File: src/rtl/core/atmf_pkg.sv
// Shared types and constants of the trimmed-mean converter filter.
package atmf_pkg;

    // Field widths of one sample and one result.
    localparam int SAMPLE_W = 12;
    localparam int LEVEL_W  = 13;

    // Upper clamp of the result.
    localparam logic [LEVEL_W-1:0] LEVEL_CEIL = 13'd4096;

    // Controller states.
    typedef enum logic [1:0] {
        ST_IDLE,
        ST_SCAN,
        ST_DRAIN,
        ST_FINISH
    } state_t;

endpackage

File: src/rtl/core/atmf_ifs.sv
// Valid/ready channel interfaces for samples and results.
interface sample_if;
    import atmf_pkg::*;

    logic                valid;
    logic                ready;
    logic [SAMPLE_W-1:0] sample;

    modport source (output valid, output sample, input ready);
    modport sink   (input valid, input sample, output ready);
endinterface

interface level_if;
    import atmf_pkg::*;

    logic               valid;
    logic               ready;
    logic [LEVEL_W-1:0] level;

    modport source (output valid, output level, input ready);
    modport sink   (input valid, input level, output ready);
endinterface

File: src/rtl/core/atmf_ram.sv
// Generic single-write, single-read synchronous RAM with a registered read.
module atmf_ram #(
    parameter int WIDTH = 12,
    parameter int DEPTH = 12
) (
    input  logic                     clk,
    input  logic                     wr_en,
    input  logic [$clog2(DEPTH)-1:0] wr_addr,
    input  logic [WIDTH-1:0]         wr_data,
    input  logic                     rd_en,
    input  logic [$clog2(DEPTH)-1:0] rd_addr,
    output logic [WIDTH-1:0]         rd_data
);

    logic [WIDTH-1:0] mem_reg [DEPTH];
    logic [WIDTH-1:0] rd_data_reg;

    // Write port and registered read port.
    always_ff @(posedge clk)
    begin
        if (wr_en)
        begin
            mem_reg[wr_addr] <= wr_data;
        end
        if (rd_en)
        begin
            rd_data_reg <= mem_reg[rd_addr];
        end
    end

    assign rd_data = rd_data_reg;

endmodule

File: src/rtl/core/adc_trimmed_mean_filter.sv
// Trimmed-mean filter: samples are accepted one per cycle until a burst of BURST_LEN is held.
// After the last sample of a burst the rank scan runs, then ST_DRAIN, then ST_FINISH loads the result;
// the rank scan reads the burst RAM once per cycle through its single read port.
// No sample is accepted during the scan, ST_DRAIN or ST_FINISH, which waits until the output register is free.
// Reset clears the burst count, the floor register (to 0) and all control state.
module adc_trimmed_mean_filter #(
    parameter int BURST_LEN  = 12,
    parameter int DROP_COUNT = 4,
    parameter int MEAN_SHIFT = 3
) (
    input  logic                          clk,
    input  logic                          rst_n,
    input  logic                          cfg_write,
    input  logic [atmf_pkg::SAMPLE_W-1:0] cfg_data,
    sample_if.sink                        samples,
    level_if.source                       levels
);
    import atmf_pkg::*;

    localparam int IW = $clog2(BURST_LEN);
    localparam int PW = $clog2(BURST_LEN + 1);
    localparam int SW = $clog2(BURST_LEN * ((1 << SAMPLE_W) - 1) + 1);
    localparam int unsigned LO = DROP_COUNT / 2;
    localparam int unsigned HI = (LO < BURST_LEN) ? BURST_LEN - LO : 0;

    state_t              state_reg, state_next;
    logic [SAMPLE_W-1:0] floor_reg;
    logic [IW-1:0]       count_reg, count_next;
    logic [IW-1:0]       idx_reg, idx_next;
    logic [PW-1:0]       ptr_reg, ptr_next;
    logic                pend_valid_reg;
    logic [PW-1:0]       pend_ptr_reg;
    logic [IW-1:0]       pend_idx_reg;
    logic [SAMPLE_W-1:0] key_reg, key_next;
    logic [PW-1:0]       rank_reg, rank_next;
    logic [SW-1:0]       sum_reg, sum_next;
    logic                out_valid_reg, out_valid_next;
    logic [LEVEL_W-1:0]  level_reg, level_next;

    logic                accept;
    logic                rd_en;
    logic [IW-1:0]       rd_addr;
    logic [SAMPLE_W-1:0] rd_data;
    logic [IW-1:0]       cmp_idx;
    logic                cmp_less;
    logic [PW-1:0]       rank_final;
    logic                keep;
    logic [SW-1:0]       avg;

    assign accept = samples.valid && samples.ready;

    // Burst storage: written by incoming samples, read by the rank scan.
    atmf_ram #(
        .WIDTH (SAMPLE_W),
        .DEPTH (BURST_LEN)
    ) u_burst_ram (
        .clk     (clk),
        .wr_en   (accept),
        .wr_addr (count_reg),
        .wr_data (samples.sample),
        .rd_en   (rd_en),
        .rd_addr (rd_addr),
        .rd_data (rd_data)
    );

    // Floor register, written from the configuration port.
    always_ff @(posedge clk or negedge rst_n)
    begin
        if (!rst_n)
        begin
            floor_reg <= '0;
        end
        else if (cfg_write)
        begin
            floor_reg <= cfg_data;
        end
    end

    // Controller: collect the burst, scan ranks, then publish the result.
    always_comb
    begin
        state_next     = state_reg;
        count_next     = count_reg;
        idx_next       = idx_reg;
        ptr_next       = ptr_reg;
        rd_en          = 1'b0;
        rd_addr        = idx_reg;
        samples.ready  = 1'b0;
        out_valid_next = out_valid_reg && !levels.ready;
        level_next     = level_reg;
        case (state_reg)
            ST_IDLE:
            begin
                samples.ready = 1'b1;
                if (samples.valid)
                begin
                    if (count_reg == IW'(BURST_LEN - 1))
                    begin
                        count_next = '0;
                        idx_next   = '0;
                        ptr_next   = '0;
                        state_next = ST_SCAN;
                    end
                    else
                    begin
                        count_next = count_reg + 1'b1;
                    end
                end
            end
            ST_SCAN:
            begin
                // Pointer zero fetches the key, the others fetch each compared entry.
                rd_en   = 1'b1;
                rd_addr = (ptr_reg == '0) ? idx_reg : IW'(ptr_reg - 1'b1);
                if (ptr_reg == PW'(BURST_LEN))
                begin
                    ptr_next = '0;
                    if (idx_reg == IW'(BURST_LEN - 1))
                    begin
                        state_next = ST_DRAIN;
                    end
                    else
                    begin
                        idx_next = idx_reg + 1'b1;
                    end
                end
                else
                begin
                    ptr_next = ptr_reg + 1'b1;
                end
            end
            ST_DRAIN:
            begin
                state_next = ST_FINISH;
            end
            ST_FINISH:
            begin
                if (!out_valid_reg || levels.ready)
                begin
                    out_valid_next = 1'b1;
                    if (avg <= SW'(floor_reg))
                    begin
                        level_next = LEVEL_W'(floor_reg);
                    end
                    else if (avg >= SW'(LEVEL_CEIL))
                    begin
                        level_next = LEVEL_CEIL;
                    end
                    else
                    begin
                        level_next = LEVEL_W'(avg);
                    end
                    state_next = ST_IDLE;
                end
            end
            default:
            begin
                state_next = ST_IDLE;
            end
        endcase
    end

    // Rank accumulation: an entry ranks below the key if smaller, or equal with a lower index.
    assign cmp_idx    = IW'(pend_ptr_reg - 1'b1);
    assign cmp_less   = (rd_data < key_reg) || ((rd_data == key_reg) && (cmp_idx < pend_idx_reg));
    assign rank_final = rank_reg + PW'(cmp_less);
    assign keep       = (32'(rank_final) >= LO) && (32'(rank_final) < HI);
    assign avg        = sum_reg >> MEAN_SHIFT;

    always_comb
    begin
        key_next  = key_reg;
        rank_next = rank_reg;
        sum_next  = sum_reg;
        if (pend_valid_reg)
        begin
            if (pend_ptr_reg == '0)
            begin
                key_next = rd_data;
            end
            else if (pend_ptr_reg == PW'(BURST_LEN))
            begin
                rank_next = '0;
                if (keep)
                begin
                    sum_next = sum_reg + SW'(key_reg);
                end
            end
            else
            begin
                rank_next = rank_final;
            end
        end
        if (state_reg == ST_FINISH && state_next == ST_IDLE)
        begin
            sum_next = '0;
        end
    end

    // Control registers.
    always_ff @(posedge clk or negedge rst_n)
    begin
        if (!rst_n)
        begin
            state_reg      <= ST_IDLE;
            count_reg      <= '0;
            idx_reg        <= '0;
            ptr_reg        <= '0;
            pend_valid_reg <= 1'b0;
            pend_ptr_reg   <= '0;
            pend_idx_reg   <= '0;
            rank_reg       <= '0;
            sum_reg        <= '0;
            out_valid_reg  <= 1'b0;
        end
        else
        begin
            state_reg      <= state_next;
            count_reg      <= count_next;
            idx_reg        <= idx_next;
            ptr_reg        <= ptr_next;
            pend_valid_reg <= rd_en;
            pend_ptr_reg   <= ptr_reg;
            pend_idx_reg   <= idx_reg;
            rank_reg       <= rank_next;
            sum_reg        <= sum_next;
            out_valid_reg  <= out_valid_next;
        end
    end

    // Payload registers.
    always_ff @(posedge clk)
    begin
        key_reg   <= key_next;
        level_reg <= level_next;
    end

    assign levels.valid = out_valid_reg;
    assign levels.level = level_reg;

`ifndef SYNTHESIS
    // A published result never exceeds the ceiling.
    a_level_ceiling: assert property (@(posedge clk) disable iff (!rst_n)
        levels.valid |-> (levels.level <= LEVEL_CEIL))
        else $error("result above ceiling");

    // The burst write pointer stays inside the RAM.
    a_count_range: assert property (@(posedge clk) disable iff (!rst_n)
        count_reg <= IW'(BURST_LEN - 1))
        else $error("burst count out of range");

    // The last sample of a burst starts the rank scan.
    a_scan_start: assert property (@(posedge clk) disable iff (!rst_n)
        (accept && count_reg == IW'(BURST_LEN - 1)) |=> (state_reg == ST_SCAN))
        else $error("rank scan did not start");

    // A partial rank can never reach the burst length.
    a_rank_range: assert property (@(posedge clk) disable iff (!rst_n)
        rank_reg < PW'(BURST_LEN))
        else $error("rank counter overflow");
`endif

endmodule

File: src/flat_wrapper.sv
// flat-port wrapper written by rule: the top's interface ports become plain ports
module adc_trimmed_mean_filter_flat import atmf_pkg::*;
#(
    parameter int BURST_LEN  = 12,
    parameter int DROP_COUNT = 4,
    parameter int MEAN_SHIFT = 3
)
  (clk, rst_n, cfg_write, cfg_data, samples_valid, samples_sample, samples_ready, levels_valid, levels_level, levels_ready);
  sample_if samples_i ();
  level_if levels_i ();
  input  logic clk;
  input  logic rst_n;
  input  logic cfg_write;
  input  logic [atmf_pkg::SAMPLE_W-1:0] cfg_data;
  input wire logic [$bits(samples_i.valid)-1:0] samples_valid;
  input wire logic [$bits(samples_i.sample)-1:0] samples_sample;
  output wire logic [$bits(samples_i.ready)-1:0] samples_ready;
  output wire logic [$bits(levels_i.valid)-1:0] levels_valid;
  output wire logic [$bits(levels_i.level)-1:0] levels_level;
  input wire logic [$bits(levels_i.ready)-1:0] levels_ready;
  assign samples_i.valid = samples_valid;
  assign samples_i.sample = samples_sample;
  assign samples_ready = samples_i.ready;
  assign levels_valid = levels_i.valid;
  assign levels_level = levels_i.level;
  assign levels_i.ready = levels_ready;
  adc_trimmed_mean_filter #(.BURST_LEN(BURST_LEN), .DROP_COUNT(DROP_COUNT), .MEAN_SHIFT(MEAN_SHIFT)) u_core (.clk(clk), .rst_n(rst_n), .cfg_write(cfg_write), .cfg_data(cfg_data), .samples(samples_i), .levels(levels_i));
endmodule
File: config.mk
export PLATFORM = sky130hd
export DESIGN_NAME = adc_trimmed_mean_filter_flat
export DESIGN_NICKNAME = d
export VERILOG_FILES = /design/src/rtl/core/atmf_pkg.sv /design/src/rtl/core/atmf_ifs.sv /design/src/rtl/core/atmf_ram.sv /design/src/rtl/core/adc_trimmed_mean_filter.sv /design/src/flat_wrapper.sv
export SDC_FILE = /design/constraint.sdc
export NUM_CORES = 1
export LEC_CHECK = 0
export BUFFER_PORTS_ARGS = -buffer_cell sky130_fd_sc_hd__buf_2
export CAP_MARGIN = 10
export CORE_UTILIZATION = 45
export CTS_CLUSTER_SIZE = 8
export DETAILED_ROUTE_END_ITERATION = 8
export GPL_TIMING_DRIVEN = 0
export HOLD_SLACK_MARGIN = 0.1
export MAX_ROUTING_LAYER = met4
export SYNTH_ARGS = -nofsm -noshare
export SYNTH_HDL_FRONTEND = slang
export SYNTH_SLANG_ARGS = --single-unit
File: constraint.sdc
create_clock -name clk -period 3.3 [get_ports clk]
set_input_delay 0.165 -clock clk [delete_from_list [all_inputs] [get_ports clk]]
set_output_delay 0.165 -clock clk [all_outputs]
set_load 0.02 [all_outputs]
=== Word-level counts from Yosys, hierarchy flattened ===
Memories as Yosys holds them, arrays and structs flattened. A register that Yosys moved wholly into a read port is not among the register bits.
Index checks and enable logic that the tools add are counted.

* Register bits after elaboration: 81
* Bits in writable memories: 144
* Memories: 1

* Add/subtract/negate cells: 7
* Magnitude comparators: 6
* Eq/ne operators: 13
* Mux-type cells: 30
* Bitwise operators: 1
* Reductions and logical operators: 24

{| class="wikitable"
|+ Memory list
! name !! depth !! bits a word !! rd ports !! clocked after Yosys merged registers in !! wr ports !! RTL line !! source
|-
| u_core.u_burst_ram.mem_reg || 12 || 12 || 1 || 1 || 1 || atmf_ram.sv:15 || <nowiki>logic [WIDTH-1:0] mem_reg [DEPTH];</nowiki>
|}

{| class="wikitable"
|+ Operators by type and width
! cell !! number
|-
| 16-bit 2-to-1 mux || 5
|-
| 4-bit 2-to-1 mux || 9
|-
| 16-bit by 12-bit adder with 16-bit output || 1
|-
| 4-bit equality test, second input constant || 4
|-
| 4-bit one-hot mux with 2 select lines || 2
|-
| 13-bit >= comparator, second input constant || 1
|-
| 13-bit by 12-bit <= comparator with 1-bit output || 1
|-
| 13-bit 2-to-1 mux || 1
|-
| 4-bit by 1-bit adder with 4-bit output, second input constant || 3
|-
| 12-bit equality test || 1
|-
| 12-bit less-than comparator || 1
|-
| 12-bit 2-to-1 mux || 1
|-
| 2-bit 2-to-1 mux || 5
|-
| 4-bit zero test || 2
|-
| 2-bit one-hot mux with 4 select lines || 1
|-
| 2-bit AND reduction || 4
|-
| 2-bit nonzero test || 4
|-
| 4-bit by 1-bit subtractor with 4-bit output, second input constant || 2
|-
| 1-bit 2-to-1 mux || 6
|-
| 2-bit inequality test, second input constant || 3
|-
| 1-bit logical AND || 5
|-
| 5-bit AND reduction || 1
|-
| 4-bit by 1-bit adder with 4-bit output || 1
|-
| 2-bit equality test, second input constant || 2
|-
| other kinds (11) || 15
|}

=== Longest topological paths before layout ===
Gate-level depths: netlist of run 1.

* Word-level depth: 12
* Gate-level depth with buffers: 18
* Depth with buffers taken out: 17

=== Hierarchy ===
A second synthesis of run 1 with hierarchy kept.

* Cell total of the unflattened synthesis: 749
* Area total of the unflattened synthesis: 10710.3 sq um

{| class="wikitable"
|+ By module, submodules not included
! module !! times used !! cells an instance !! area each (sq um) !! sequential area each (sq um)
|-
| atmf_ram || 1 || 262 || 5843.1 || 4684.5
|-
| adc_trimmed_mean_filter || 1 || 487 || 4867.2 || 2152.1
|}

=== Worst setup path before layout of run 1 ===
Ideal clock, no wire load.

* Path type: reg-to-reg
* Start point: reg u_core.key_reg[1]
* End point: reg u_core.sum_reg[12]
* Library setup time: 0.120 ns
* Data arrival time: 3.184 ns
* Slack: -0.004 ns
* Cell stages (with the launch flop): 16
* Path buffers: 1
* Clock period less this slack: 3.304 ns
* Cell sequence: edfxtp_1 > inv_1 > ha_1 > nor2b_1 > o21a_1 > o21a_1 > o21bai_1 > a21oi_1 > o31ai_1 > ha_1 > ha_1 > or3_1 > and3_1 > o21a_1 > buf_4 > a31o_2

* Cells in the longest elaborated chain, start to end: 8
* Elaborated cells on any way between the ends: 16
* Classes of those cells: 2 x add/sub; 3 x order compare; 1 x eq/ne; 5 x mux; 5 x reduce/logical

{| class="wikitable"
|+ Ends and longest elaborated chain
! element !! RTL line !! source
|-
| from (decl) || adc_trimmed_mean_filter.sv:34 || <nowiki>logic [SAMPLE_W-1:0] key_reg, key_next;</nowiki>
|-
| from (signal assigned) || adc_trimmed_mean_filter.sv:234 || <nowiki>key_reg <= key_next;</nowiki>
|-
| parallel branches: the longest is 8 deep, another holds 12-bit less-than comparator || n/a ||
|-
| to (signal assigned) || adc_trimmed_mean_filter.sv:226 || <nowiki>sum_reg <= sum_next;</nowiki>
|-
| to (decl) || adc_trimmed_mean_filter.sv:36 || <nowiki>logic [SW-1:0] sum_reg, sum_next;</nowiki>
|}

Several ways; the timed one is not identified. The select of a mux whose other input is x is not followed.
A chain may end at the register's enable or synchronous reset.

=== Worst setup path after layout of run 1 ===
* Start point: reg u_core.key_reg[1]
* End point: reg u_core.sum_reg[15]

Same word-level chain as after synthesis.

==> results of run 1 <==
[cells in the mapped netlist (11+ instances only)]
| master | number | area share [%] |
|---|---|---|
| a221o_1 | 11 | 1.0 |
| edfxtp_1 | 181 | 50 |
| mux2i_1 | 14 | 1.3 |
| and2_1 | 13 | 0.75 |
| nand3_1 | 26 | 1.2 |
| buf_2 | 14 | 0.64 |
| o21ai_0 | 31 | 1.4 |
| a211oi_1 | 38 | 2.6 |
| inv_1 | 41 | 1.4 |
| a311oi_1 | 13 | 1.0 |
| clkbuf_1 | 25 | 0.86 |
| a31oi_1 | 24 | 1.4 |
| a21oi_1 | 42 | 1.9 |
| ha_1 | 50 | 5.7 |
| nand2_1 | 125 | 4.3 |
| nor2_1 | 26 | 0.90 |
| dfrtp_1 | 56 | 13 |
| and3_1 | 39 | 2.2 |
[final cells by class]
class / count / area, um2
Multi-Input combinational cell: 561 / 3881
Timing Repair Buffer: 88 / 659.4
Clock inverter: 2 / 28.78
Inverter: 43 / 161.4
Clock buffer: 53 / 943.4
Sequential cell: 237 / 6838
Buffer: 43 / 222.7
Tap cell: 319 / 399.1
Fill cell: 2039 / 10480
[through the flow]
step | setup slack (ns) | cells
detailed placement | -0.5009 | 1250
CTS | -0.1028 | 1340
floorplan | 0.01738 | 885
global route | -0.2142 | 1346
global placement | -0.5324 | 1247
finish | -0.02512 | 1346
[per-layer routing]
metal / global-route usage, % / part of all wire, % / vias up
li1: - / - / 3574
met1: 27.68 / 44 / 3536
met2: 35.93 / 48 / 186
met3: 3.121 / 4.2 / 67
met4: 10.22 / 3.7 / 0
met5: - / 0 / -
[placed cells by master (no fill, tap or decap), drive strengths merged, types with 11 or more instances in the layout]
cell         count
edfxtp         181
dlygate4sd3     30
a31oi           24
inv             44
buf             77
o21ai           35
and3            39
a221o           11
nand2          127
ha              50
nor2            26
mux2i           14
dfrtp           56
clkbuf          77
nand3           26
a21oi           42
and2            13
a311oi          13
a211oi          38
[worst max-delay path, delay by kind of cell, from the launching register on]
kind / cells / cell delay (ns)
compound gates: 8 / 1.38
simple gates: 3 / 0.69
fa+ha+maj: 3 / 0.68
flops: 1 / 0.42
buf+inv: 1 / 0.10
[cell families after synthesis]
| family | after synthesis | share of synthesized area [%] |
|---|---|---|
| and+or+nand+nor | 274 | 12.27 |
| buffers and inverters | 87 | 3.432 |
| adders and majority gates | 51 | 5.922 |
| AOI/OAI and AO/OA | 208 | 13.19 |
| DFF | 237 | 62.71 |
| xor gates and xnor gates | 11 | 0.8837 |
| muxes | 17 | 1.595 |
[timing repair]
| action | in CTS | in global routing |
|---|---|---|
| gates resized for setup | 22 | 30 |
| hold endpoints to repair | 183 | 0 |
| buffers inserted | 6 | 4 |
| pin swaps | 13 | 13 |
| gates cloned | 0 | 1 |
| hold buffers | 30 | 0 |
| endpoints found under the setup margin | 18 | 27 |
[worst max path at each step]
| stage | end | cells after the start | slack (ns) |
|---|---|---|---|
| floorplan | u_core.sum_reg[12]$_DFFE_PN0P_ | 15 | 0.02 |
| detailed placement | u_core.sum_reg[5]$_DFFE_PN0P_ | 14 | -0.50 |
| finish | u_core.sum_reg[15]$_DFFE_PN0P_ | 15 | -0.03 |
| CTS | u_core.sum_reg[15]$_DFFE_PN0P_ | 14 | -0.10 |
| global route | u_core.sum_reg[5]$_DFFE_PN0P_ | 16 | -0.21 |
| global placement | u_core.sum_reg[5]$_DFFE_PN0P_ | 14 | -0.53 |
[power breakdown]
part,switching [mW],total [mW],leakage (nW),internal [mW]
registers,0.383,4.24,2.35,3.85
clock network,1.24,3.20,0.467,1.96
logic,3.70,6.07,2.37,2.37
total,5.33,13.5,5.18,8.18
==> summary.md, run 1 <==
| Metric | Value |
|---|---|
| Share of post-route cells with drive strength above 1 | around 16% |
| Pre-antenna DRT Iters | 5 |
| Cell Pwr Density | slightly above 1000 mW/mm2 |
| Normalized max-slew margin | around two fifths |
| Max H-tree Level | 2 |
| Worst Reg-to-Reg Cells | 15 |
| Area of the core | roughly 0.024 mm2 |
| Critical Path RT | about 3.7 ns |
| Worst setup SP type | flip-flop |
| CP arrival | around 3.8 ns |
| Core Util, Final | 55.62% |
| Sequential share of the synthesized area | roughly 63% |
| RePlAce Congestion | 0.7950 |
| Drc violations | 0 |
| Worst path cell trace | inv_2 > ha_4 > nor2b_1 > o21a_1 > o21a_1 > o21bai_1 > a21oi_1 > o31ai_2 > ha_2 > ha_4 > or3_4 > and3_4 > o2111a_2 > a31o_2 > a21oi_2 |
| Post-synth cell types | 63 |
| Vias in the first global route | 7220 |
| Die area | 0.02485 mm2 |
| Dpl hpwl | ~17000 um |
| Fin Setup TNS | -0.03730 ns |
| DP Area | between 0.01 and 0.015 mm2 |
| Syn Area/Cell | approximately 12 um2 |
| Fin nets | 1089 |
| FF-to-FF End | u_core.sum_reg[15]$_DFFE_PN0P_ |
| Unrepaired setup endpoints after global routing | true |
| Area growth syn-to-layout | 20.47% |
| Slew at the pin with the worst max-slew slack | around 0.88 ns |
| Synth Flop Type | edfxtp_1 |
| Top Ports | 44 |
| Vias | around 7400 |
| Reg-to-reg critical path startpoint | u_core.key_reg[1]$_DFFE_PP_ |
| Mapped Area | ~0.011 mm2 |
| Starting DRC count in detailed routing | roughly 570 |
| Cell count after synthesis | around 890 |
| Post-synthesis async set-or-reset flop share | a little under a quarter |
| Final period utilization | 100.8% |
| Static leakage | ~5.2 nW |
| Row count | 56 |
| Initial antenna violation count | 0 |
| Failing checks | setup timing |
| Max VDD drop | a little over 0.6 mV |
| Clock sink total | 237 |
| Hold Path Class | in -> async |
| Clock Latency Late Sink | 0.51 ns |
| Slowest CP cell | edfxtp_1 |
| Number of synthesis warnings | 0 |
| Clk slew on worst S/H paths | about 0.050 ns |
| TritonCTS clock tree | built |
| Critical path origin | u_core.key_reg[1]$_DFFE_PP_ |
| Post-DRT Antenna Nets | 0 |
| CP max FO | 4 |
| DR WL/cell | 19.32 um |
| Gr ovfl total | 0 |
| Die height | between 150 and 200 um |
| Total chip power | about 14 mW |
| Port bufs | 43 |
| Final setup margin | -0.02512 ns |
| Clock Skew | about 0.023 ns |
| CP Class | reg -> reg |
| First-pass GRT wire length | about 40000 um |
| Outcome | finished, violations left |
| Yosys reg bits | 237 |
| MaxCap Viol Count | 0 |
| Worst Setup End Kind | flip-flop |
| CTS Root Cell | clkbuf_16 |
| Max reg flops | approximately 140 |
| R2R Setup Slk | -0.03 ns |
| Clock Tree Buf Depth | 3 |
| # diodes | 0 |
| DR vias/cell | approximately 5.5 |
| Largest net degree at the start of global routing | 32 |
| Post-synth EDFFs | roughly 180 |
| Minimum hold slack | roughly 0.22 ns |
| Final wirelength | between 20000 and 30000 um |
| Final hold violations | 0 |
| Slew Limit Fails | 0 |
| Minimum clock period | roughly 3.3 ns |
| CTS buffer count | 35 |
| Final setup vio count | 2 |
| Total GRT Usage | roughly 22% |
| Die width | between 150 and 200 um |
| Post-Layout Inst Area | 0.01313 mm2 |
| Syn_nets | ~970 |
| Initial core utilization | 46.17% |
| Max stage delay on crit path | between 0.4 and 0.5 ns |
| Maximum clock rate | 300.7 MHz |
(Power assumes the default switching activity.)
==> run 2, diff against run 1 <==
--- a/config.mk
+++ b/config.mk
@@ -5,6 +5,7 @@
 export SDC_FILE = /design/constraint.sdc
 export NUM_CORES = 1
 export LEC_CHECK = 0
+export ABC_AREA = 1
 export BUFFER_PORTS_ARGS = -buffer_cell sky130_fd_sc_hd__buf_2
 export CAP_MARGIN = 10
 export CORE_UTILIZATION = 45
==> run 2 against run 1 <==
  * The flow now finishes without violations
  * Global-route usage shrank 0.076 points
  * Synthesized cell count grew 33%
  * Design area grew 4.1%
  * Register-to-register slack gained 0.27 ns
  * Critical endpoint is now u_core.sum_reg[2]$_DFFE_PN0P_
==> summary.md, run 2 <==
| Metric | Value |
|---|---|
| Outcome | completed |
| Minimum clock period | just over 3 ns |
| Fin nets | 1381 |
| Fin Setup TNS | 0 ns |
| Core Util, Final | approximately 54% |
| Initial antenna violation count | 0 |
| Cell count after synthesis | between 1000 and 1500 |
| Largest net degree at the start of global routing | 37 |
| Sw frac | between 40% and 50% |
| Pre-antenna DRT Iters | 5 |
| Top-area cell type share of the netlist area | a little under half |
| Sequential share of the synthesized area | between 50% and 60% |
| Synth Flop Type | edfxtp_1 |
| Worst Setup End Kind | flip-flop |
| DR WL/cell | 16.49 um |
| Maximum clock rate | 326.9 MHz |
| Vias | 8303 |
| TritonCTS clock tree | built |
| Final wirelength | between 20000 and 30000 um |
| Final period utilization | between 90% and 100% |
| Part of the power in registers | around 33% |
| First-pass GRT wire length | 43220 um |
| Syn Area/Cell | roughly 9.8 um2 |
| Clock Tree Buf Depth | 3 |
| Dpl hpwl | between 15000 and 20000 um |
| Post-synth cell types | 38 |
| Top Ports | 44 |
| Slew Limit Fails | 0 |
| Clock Skew | around 0.019 ns |
| RePlAce Congestion | approximately 0.9 |
| Normalized max-slew margin | roughly 16% |
| Largest area contributor in the netlist | edfxtp_1 |
| Mapped Area | 0.01150 mm2 |
| Total GRT Usage | approximately 22% |
| Count leader, synth | nand2_1 |
| DR vias/cell | between 5 and 6 |
| Gr ovfl total | 0 |
| Commonest cells post-synth | nand2_1 (252), inv_1 (210), edfxtp_1 (181) |
| Max VDD drop | between 0.5 and 0.6 mV |
| Area of the multi-input gates | roughly 0.0038 mm2 |
| Top post-synthesis cells by area | edfxtp_1 (47%), dfrtp_1 (12%), nand2_1 (8.2%) |
| Die height | 161.8 um |
| CP Class | reg -> reg |
| Slew at the pin with the worst max-slew slack | 1.254 ns |
| Port bufs | 43 |
| Commonest non-fill, non-tap cell in the layout | nand2_1 |
| Post-Layout Inst Area | 0.01368 mm2 |
| Hold Path Class | in -> async |
| Initial core utilization | between 40% and 50% |
| Row count | 58 |
| Die area | approximately 0.026 mm2 |
| Die width | about 160 um |
| DP Area | between 0.01 and 0.015 mm2 |
| Reg-to-reg critical path startpoint | u_core.u_burst_ram.rd_data[11]$_DFFE_PP_ |
| # diodes | 0 |
| Post-DRT Antenna Nets | 0 |
| Post-synthesis async set-or-reset flop share | 23.63% |
| Reg area | 0.006837 mm2 |
| Final hold violations | 0 |
| Final setup vio count | 0 |
| CP max FO | 7 |
| Cell Pwr Density | 923.6 mW/mm2 |
| CTS buffer count | 35 |
| CP arrival | between 3 and 4 ns |
| Most frequent cells in the layout | nand2_1 (250), inv_1 (209), edfxtp_1 (181) |
| Yosys reg bits | 237 |
| Final setup margin | between 0.2 and 0.25 ns |
| Syn_nets | between 1000 and 1500 |
| Layout fillers | 2265 |
| Starting DRC count in detailed routing | approximately 510 |
| Clock Latency Late Sink | about 0.52 ns |
| Worst Reg-to-Reg Cells | 19 |
| R2R Setup Slk | 0.24 ns |
| Post-synth EDFFs | roughly 180 |
| Worst setup SP type | flip-flop |
| Clock sink total | about 240 |
| Int Pwr | roughly 7.5 mW |
| Net Switching | between 5 and 6 mW |
| CTS Root Cell | clkbuf_16 |
| Max reg flops | 144 |
| Critical Path RT | around 3.7 ns |
| Drc violations | 0 |
| Clk slew on worst S/H paths | roughly 0.050 ns |
| Static leakage | slightly above 6 nW |
| Max H-tree Level | 2 |
| Combinational share of power | a little over two fifths |
| Share of post-route cells with drive strength above 1 | 11.46% |
| Dpl ws | a little over 0.006 ns |
| Vias in the first global route | approximately 8200 |
| Number of synthesis warnings | 0 |
| Share of total power in the clock network | about a quarter |
| MaxCap Viol Count | 0 |
| Area growth syn-to-layout | 18.97% |
| Area of the core | roughly 0.025 mm2 |
| FF-to-FF End | u_core.sum_reg[2]$_DFFE_PN0P_ |
==> run 2: cell types whose count changed after synthesis, moves of 20 or more <==
cell / delta
a211oi_1: -38
a31oi_1: -23
and3_1: -37
inv_1: +169
nand2_1: +127
nand3_1: +152
nor2_1: +22
o211ai_1: +20
==> run 2: critical path, stage by stage (launching register included) <==
cell and delay [ns]:
edfxtp_1 0.42, ha_4 0.30, nand2_1 0.07, inv_1 0.08, nand3_2 0.10, nor3_4 0.21, nand2_1 0.07, o2111ai_1 0.11
nand2_1 0.13, ha_2 0.20, ha_1 0.18, xor2_1 0.17, nor2_1 0.16, inv_1 0.07, nand2_2 0.07, nand3_2 0.11
nand2_4 0.12, clkinvlp_4 0.18, nand2_1 0.09, o21ai_0 0.08
==> run 2: cells by family (layout without fill, tap and decap cells) <==
| logic type | Yosys count | count (layout) | share of synthesized area [%] |
|---|---|---|---|
| buf+inv | 248 | 389 | 8.413 |
| fa+ha+maj | 51 | 51 | 5.616 |
| compound gates | 106 | 106 | 5.377 |
| simple gates | 520 | 520 | 19.96 |
| mux | 1 | 1 | 0.09795 |
| flops | 237 | 237 | 59.47 |
| xor+xnor | 14 | 14 | 1.067 |
==> run 2: what timing repair did <==
action,CTS,global route
buffers inserted,0,4
endpoints found under the setup margin,2,15
pin swaps,0,5
hold buffers,30,0
hold endpoints to repair,195,0
resized for setup,1,13
==> run 2: metrics by stage <==
step | hold WS (ns) | instances | total power, mW
floorplan | -0.1306 | 1177 | 7.611
finish | 0.1825 | 1648 | 12.63
CTS | 0.1969 | 1644 | 12.65
detailed placement | 0.1937 | 1560 | 9.301
global route | 0.2352 | 1648 | 13.50
global placement | 0.3737 | 1550 | 9.168
==> run 2: final cells by class <==
class	count	area share [%]
buffer	36	1.235
clock buffer	51	6.916
clock inverter	3	0.4025
inverter	212	5.864
multi-input combinational	692	27.76
sequential	237	49.99
tap	330	3.019
timing repair buffer	87	4.821
==> run 2: power groups by stage <==
stage	combinational [mW]	sequential, mW	clock, mW
after detailed placement	5.14	4.16	0
after CTS	5.22	4.11	3.33
after floorplan	3.53	4.08	0
after global placement	5.02	4.15	0
after global routing	5.90	4.16	3.43
final	5.26	4.11	3.26
==> run 2: how the worst max path moves through the flow <==
stage	slack, ns	to	startpoint
3_5_place_dp	0.006	u_core.sum_reg[2]$_DFFE_PN0P_	u_core.key_reg[11]$_DFFE_PP_
5_1_grt	-0.008	u_core.sum_reg[2]$_DFFE_PN0P_	u_core.u_burst_ram.rd_data[11]$_DFFE_PP_
4_1_cts	0.05	u_core.sum_reg[2]$_DFFE_PN0P_	u_core.pend_ptr_reg[0]$_DFF_PN0_
3_3_place_gp	-0.04	u_core.u_burst_ram.mem_reg[5][7]$_DFFE_PP_	u_core.state_reg[1]$_DFF_PN0_
6_report	0.24	u_core.sum_reg[2]$_DFFE_PN0P_	u_core.u_burst_ram.rd_data[11]$_DFFE_PP_
2_1_floorplan	0.67	u_core.sum_reg[2]$_DFFE_PN0P_	u_core.pend_ptr_reg[0]$_DFF_PN0_
==> run 2: metal layers <==
metal | share of wire [%] | track usage (%) | up-vias
met5 | 0 | - | -
met4 | 2.8 | 8.276 | 0
met3 | 5.2 | 3.447 | 52
met2 | 50 | 38.02 | 225
met1 | 42 | 26.15 | 3858
li1 | - | - | 4168
==> run 3, diff against run 2 <==
--- a/config.mk
+++ b/config.mk
@@ -8,12 +8,15 @@
 export ABC_AREA = 1
 export BUFFER_PORTS_ARGS = -buffer_cell sky130_fd_sc_hd__buf_2
 export CAP_MARGIN = 10
-export CORE_UTILIZATION = 45
+export CORE_ASPECT_RATIO = 0.75
+export CORE_UTILIZATION = 56
 export CTS_CLUSTER_SIZE = 8
 export DETAILED_ROUTE_END_ITERATION = 8
 export GPL_TIMING_DRIVEN = 0
 export HOLD_SLACK_MARGIN = 0.1
 export MAX_ROUTING_LAYER = met4
+export PLACE_DENSITY = 0.76
+export RECOVER_POWER = 50
 export SYNTH_ARGS = -nofsm -noshare
 export SYNTH_HDL_FRONTEND = slang
 export SYNTH_SLANG_ARGS = --single-unit
==> run 3 against run 2 <==
  * The flow now finishes with violations (capacitance limit, slew limit)
  * Global-route usage rose by 5.3 points
  * Clock skew fell by 0.0048 ns
  * Flip-flop and latch count unchanged
  * Core utilization is 14 points higher
  * Critical path depth stayed put
  * Worst hold slack better by 0.084 ns
  * Sequential share of layout area grew 0.36 points
  * Cell count fell by 4.6%
  * Via count up 3.5%
  * Non-clock buffer count grew 1
  * Design area shrank 0.71%
  * Count of clock-buffer cells in the layout rose by 1
  * Critical endpoint unchanged
  * Largest power group unchanged
  * Highest routed layer unchanged
==> summary.md, run 3 (same netlist as run 2, synthesis figures left out) <==
| Metric | Value |
|---|---|
| Slowest CP cell | dfrtp_1 |
| Critical Path RT | 3.68 ns |
| CP Class | reg -> reg |
| Cell Pwr Density | between 900 and 1000 mW/mm2 |
| Critical path origin | u_core.pend_ptr_reg[0]$_DFF_PN0_ |
| Max H-tree Level | 2 |
| Max VDD drop | approximately 0.6 mV |
| Final period utilization | approximately 94% |
| Slew at the pin with the worst max-slew slack | approximately 1.6 ns |
| Total GRT Usage | between 20% and 30% |
| TritonCTS clock tree | built |
| Fin cells | ~1600 |
| Area of the multi-input gates | 0.003841 mm2 |
| Crit path buffers/inverters | 3 |
| Post-DRT Antenna Nets | 0 |
| Commonest non-fill, non-tap cell in the layout | nand2_1 |
| DR WL/cell | between 15 and 20 um |
| Final setup margin | 0.2139 ns |
| Die area | 0.02111 mm2 |
| Failing checks | capacitance limit, slew limit |
| Row count | 44 |
| Most frequent cells in the layout | nand2_1 (249), inv_1 (207), edfxtp_1 (181) |
| Share of post-route cells with drive strength above 1 | a little over a tenth |
| Initial antenna violation count | 0 |
| Final setup vio count | 0 |
| Minimum clock period | about 3.1 ns |
| Hold Path Class | in -> reg |
| Fin nets | 1382 |
| Gr ovfl total | 0 |
| Dpl hpwl | 18900 um |
| Hold Startpoint | cfg_write |
| Outcome | finished, violations left |
| Pre-antenna DRT Iters | 5 |
| Clock Latency Late Sink | 0.52 ns |
| Die height | 126.1 um |
| Clk slew on worst S/H paths | ~0.05 ns |
| Max reg flops | 144 |
| Worst setup SP type | flip-flop |
| Max stage delay on crit path | between 0.3 and 0.4 ns |
| Minimum hold slack | around 0.27 ns |
| MaxCap Viol Count | 1 |
| Area growth syn-to-layout | 18.12% |
| Cell family with most CP delay | adder cells |
| Layout fillers | between 1000 and 1500 |
| Largest net degree at the start of global routing | 31 |
| CTS buffer count | 35 |
| Normalized max-slew margin | -5.062% |
| CTS Root Cell | clkbuf_16 |
| Port bufs | 43 |
| Worst path cell trace | inv_2 > ha_1 > inv_1 > ha_1 > a21oi_2 > nor2_2 > o21ai_2 > nand4_1 > nand2_2 > ha_2 > ha_2 > xor2_2 > nor2_2 > nand2_1 > nand3_4 > nand2_4 > clkinvlp_4 > nand2_1 > o21ai_0 |
| Reg-to-reg critical path startpoint | u_core.pend_ptr_reg[0]$_DFF_PN0_ |
| Area of the core | 0.01971 mm2 |
| Clock sink total | roughly 240 |
| Die width | around 170 um |
| Vias in the first global route | roughly 8000 |
| Final hold violations | 0 |
| Starting DRC count in detailed routing | ~830 |
| First-pass GRT wire length | around 43000 um |
| Final wirelength | around 27000 um |
| Dpl ws | -0.2822 ns |
| Post-Place Cells | 1483 |
| Drc violations | 0 |
| DR vias/cell | 5.463 |
| Post-Layout Inst Area | approximately 0.014 mm2 |
| Initial core utilization | 58.33% |
| Top Ports | 44 |
| Worst Setup End Kind | flip-flop |
| Vias | approximately 8600 |
| Clock Skew | about 0.014 ns |
| CP max FO | 7 |
| Core Util, Final | between 60% and 70% |
| Maximum clock rate | between 300 and 400 MHz |
| Clock Tree Buf Depth | 3 |
| Slew Limit Fails | 28 |
| CP arrival | approximately 3.5 ns |
| # diodes | 0 |
| Total chip power | approximately 13 mW |
| Static leakage | 6.116 nW |
| Reg area | 0.006837 mm2 |
| Fin Setup TNS | 0 ns |
| DP Area | 0.01220 mm2 |
| RePlAce Congestion | 0.9545 |
[run 3: what timing repair did]
item | 4_1_cts | 5_1_grt
hold buffers | 30 | 0
hold endpoints to repair | 184 | 0
gates resized for setup | 5 | 21
pin swaps | 0 | 10
buffers inserted | 0 | 5
endpoints found under the setup margin | 16 | 16
[run 3: area by class of cell]
cell class | count | area share (%)
Buffer | 36 | 1.244
Clock buffer | 52 | 6.920
Clock inverter | 3 | 0.2488
Inverter | 212 | 5.906
Multi-Input combinational cell | 692 | 28.29
Sequential cell | 237 | 50.35
Tap cell | 253 | 2.331
Timing Repair Buffer | 88 | 4.718
[run 3: worst register-to-register path: cells and delay by family (launching register included)]
kind / cells / cell delay [ns]
XOR/XNOR: 1 / 0.17
buffers and inverters: 3 / 0.28
AO/OA/AOI/OAI: 3 / 0.41
AND/OR/NAND/NOR: 8 / 0.79
adder cells (fa/ha/maj): 4 / 0.93
flip-flops: 1 / 0.39
[run 3: worst paths after layout]
check,depth (start not counted),slack (ns),endpoint
min in group asynchronous,2,0.58,u_core.rank_reg[2]$_DFFE_PN0P_
min reg2reg,0,0.41,u_core.pend_ptr_reg[1]$_DFF_PN0_
max in group asynchronous,3,0.60,u_core.rank_reg[0]$_DFFE_PN0P_
max reg2reg,19,0.21,u_core.sum_reg[2]$_DFFE_PN0P_
max,19,0.21,u_core.sum_reg[2]$_DFFE_PN0P_
min,4,0.27,u_core.floor_reg[7]$_DFFE_PN0P_
[run 3: power breakdown]
part	total (mW)	leakage, nW	switching (mW)	internal, mW
combinational	5.40	3.28	3.69	1.72
sequential	4.13	2.37	0.282	3.85
clock	3.22	0.470	1.27	1.96
total	12.8	6.12	5.23	7.52
[run 3: layer usage]
layer  vias to the layer above  track usage, %  share of wire (%)
met1                      4036           39.54                 45
li1                       4173               -                  -
met3                        49           5.091                9.5
met5                         -               -                  0
met2                       336           39.07                 43
met4                         0           9.498                2.6
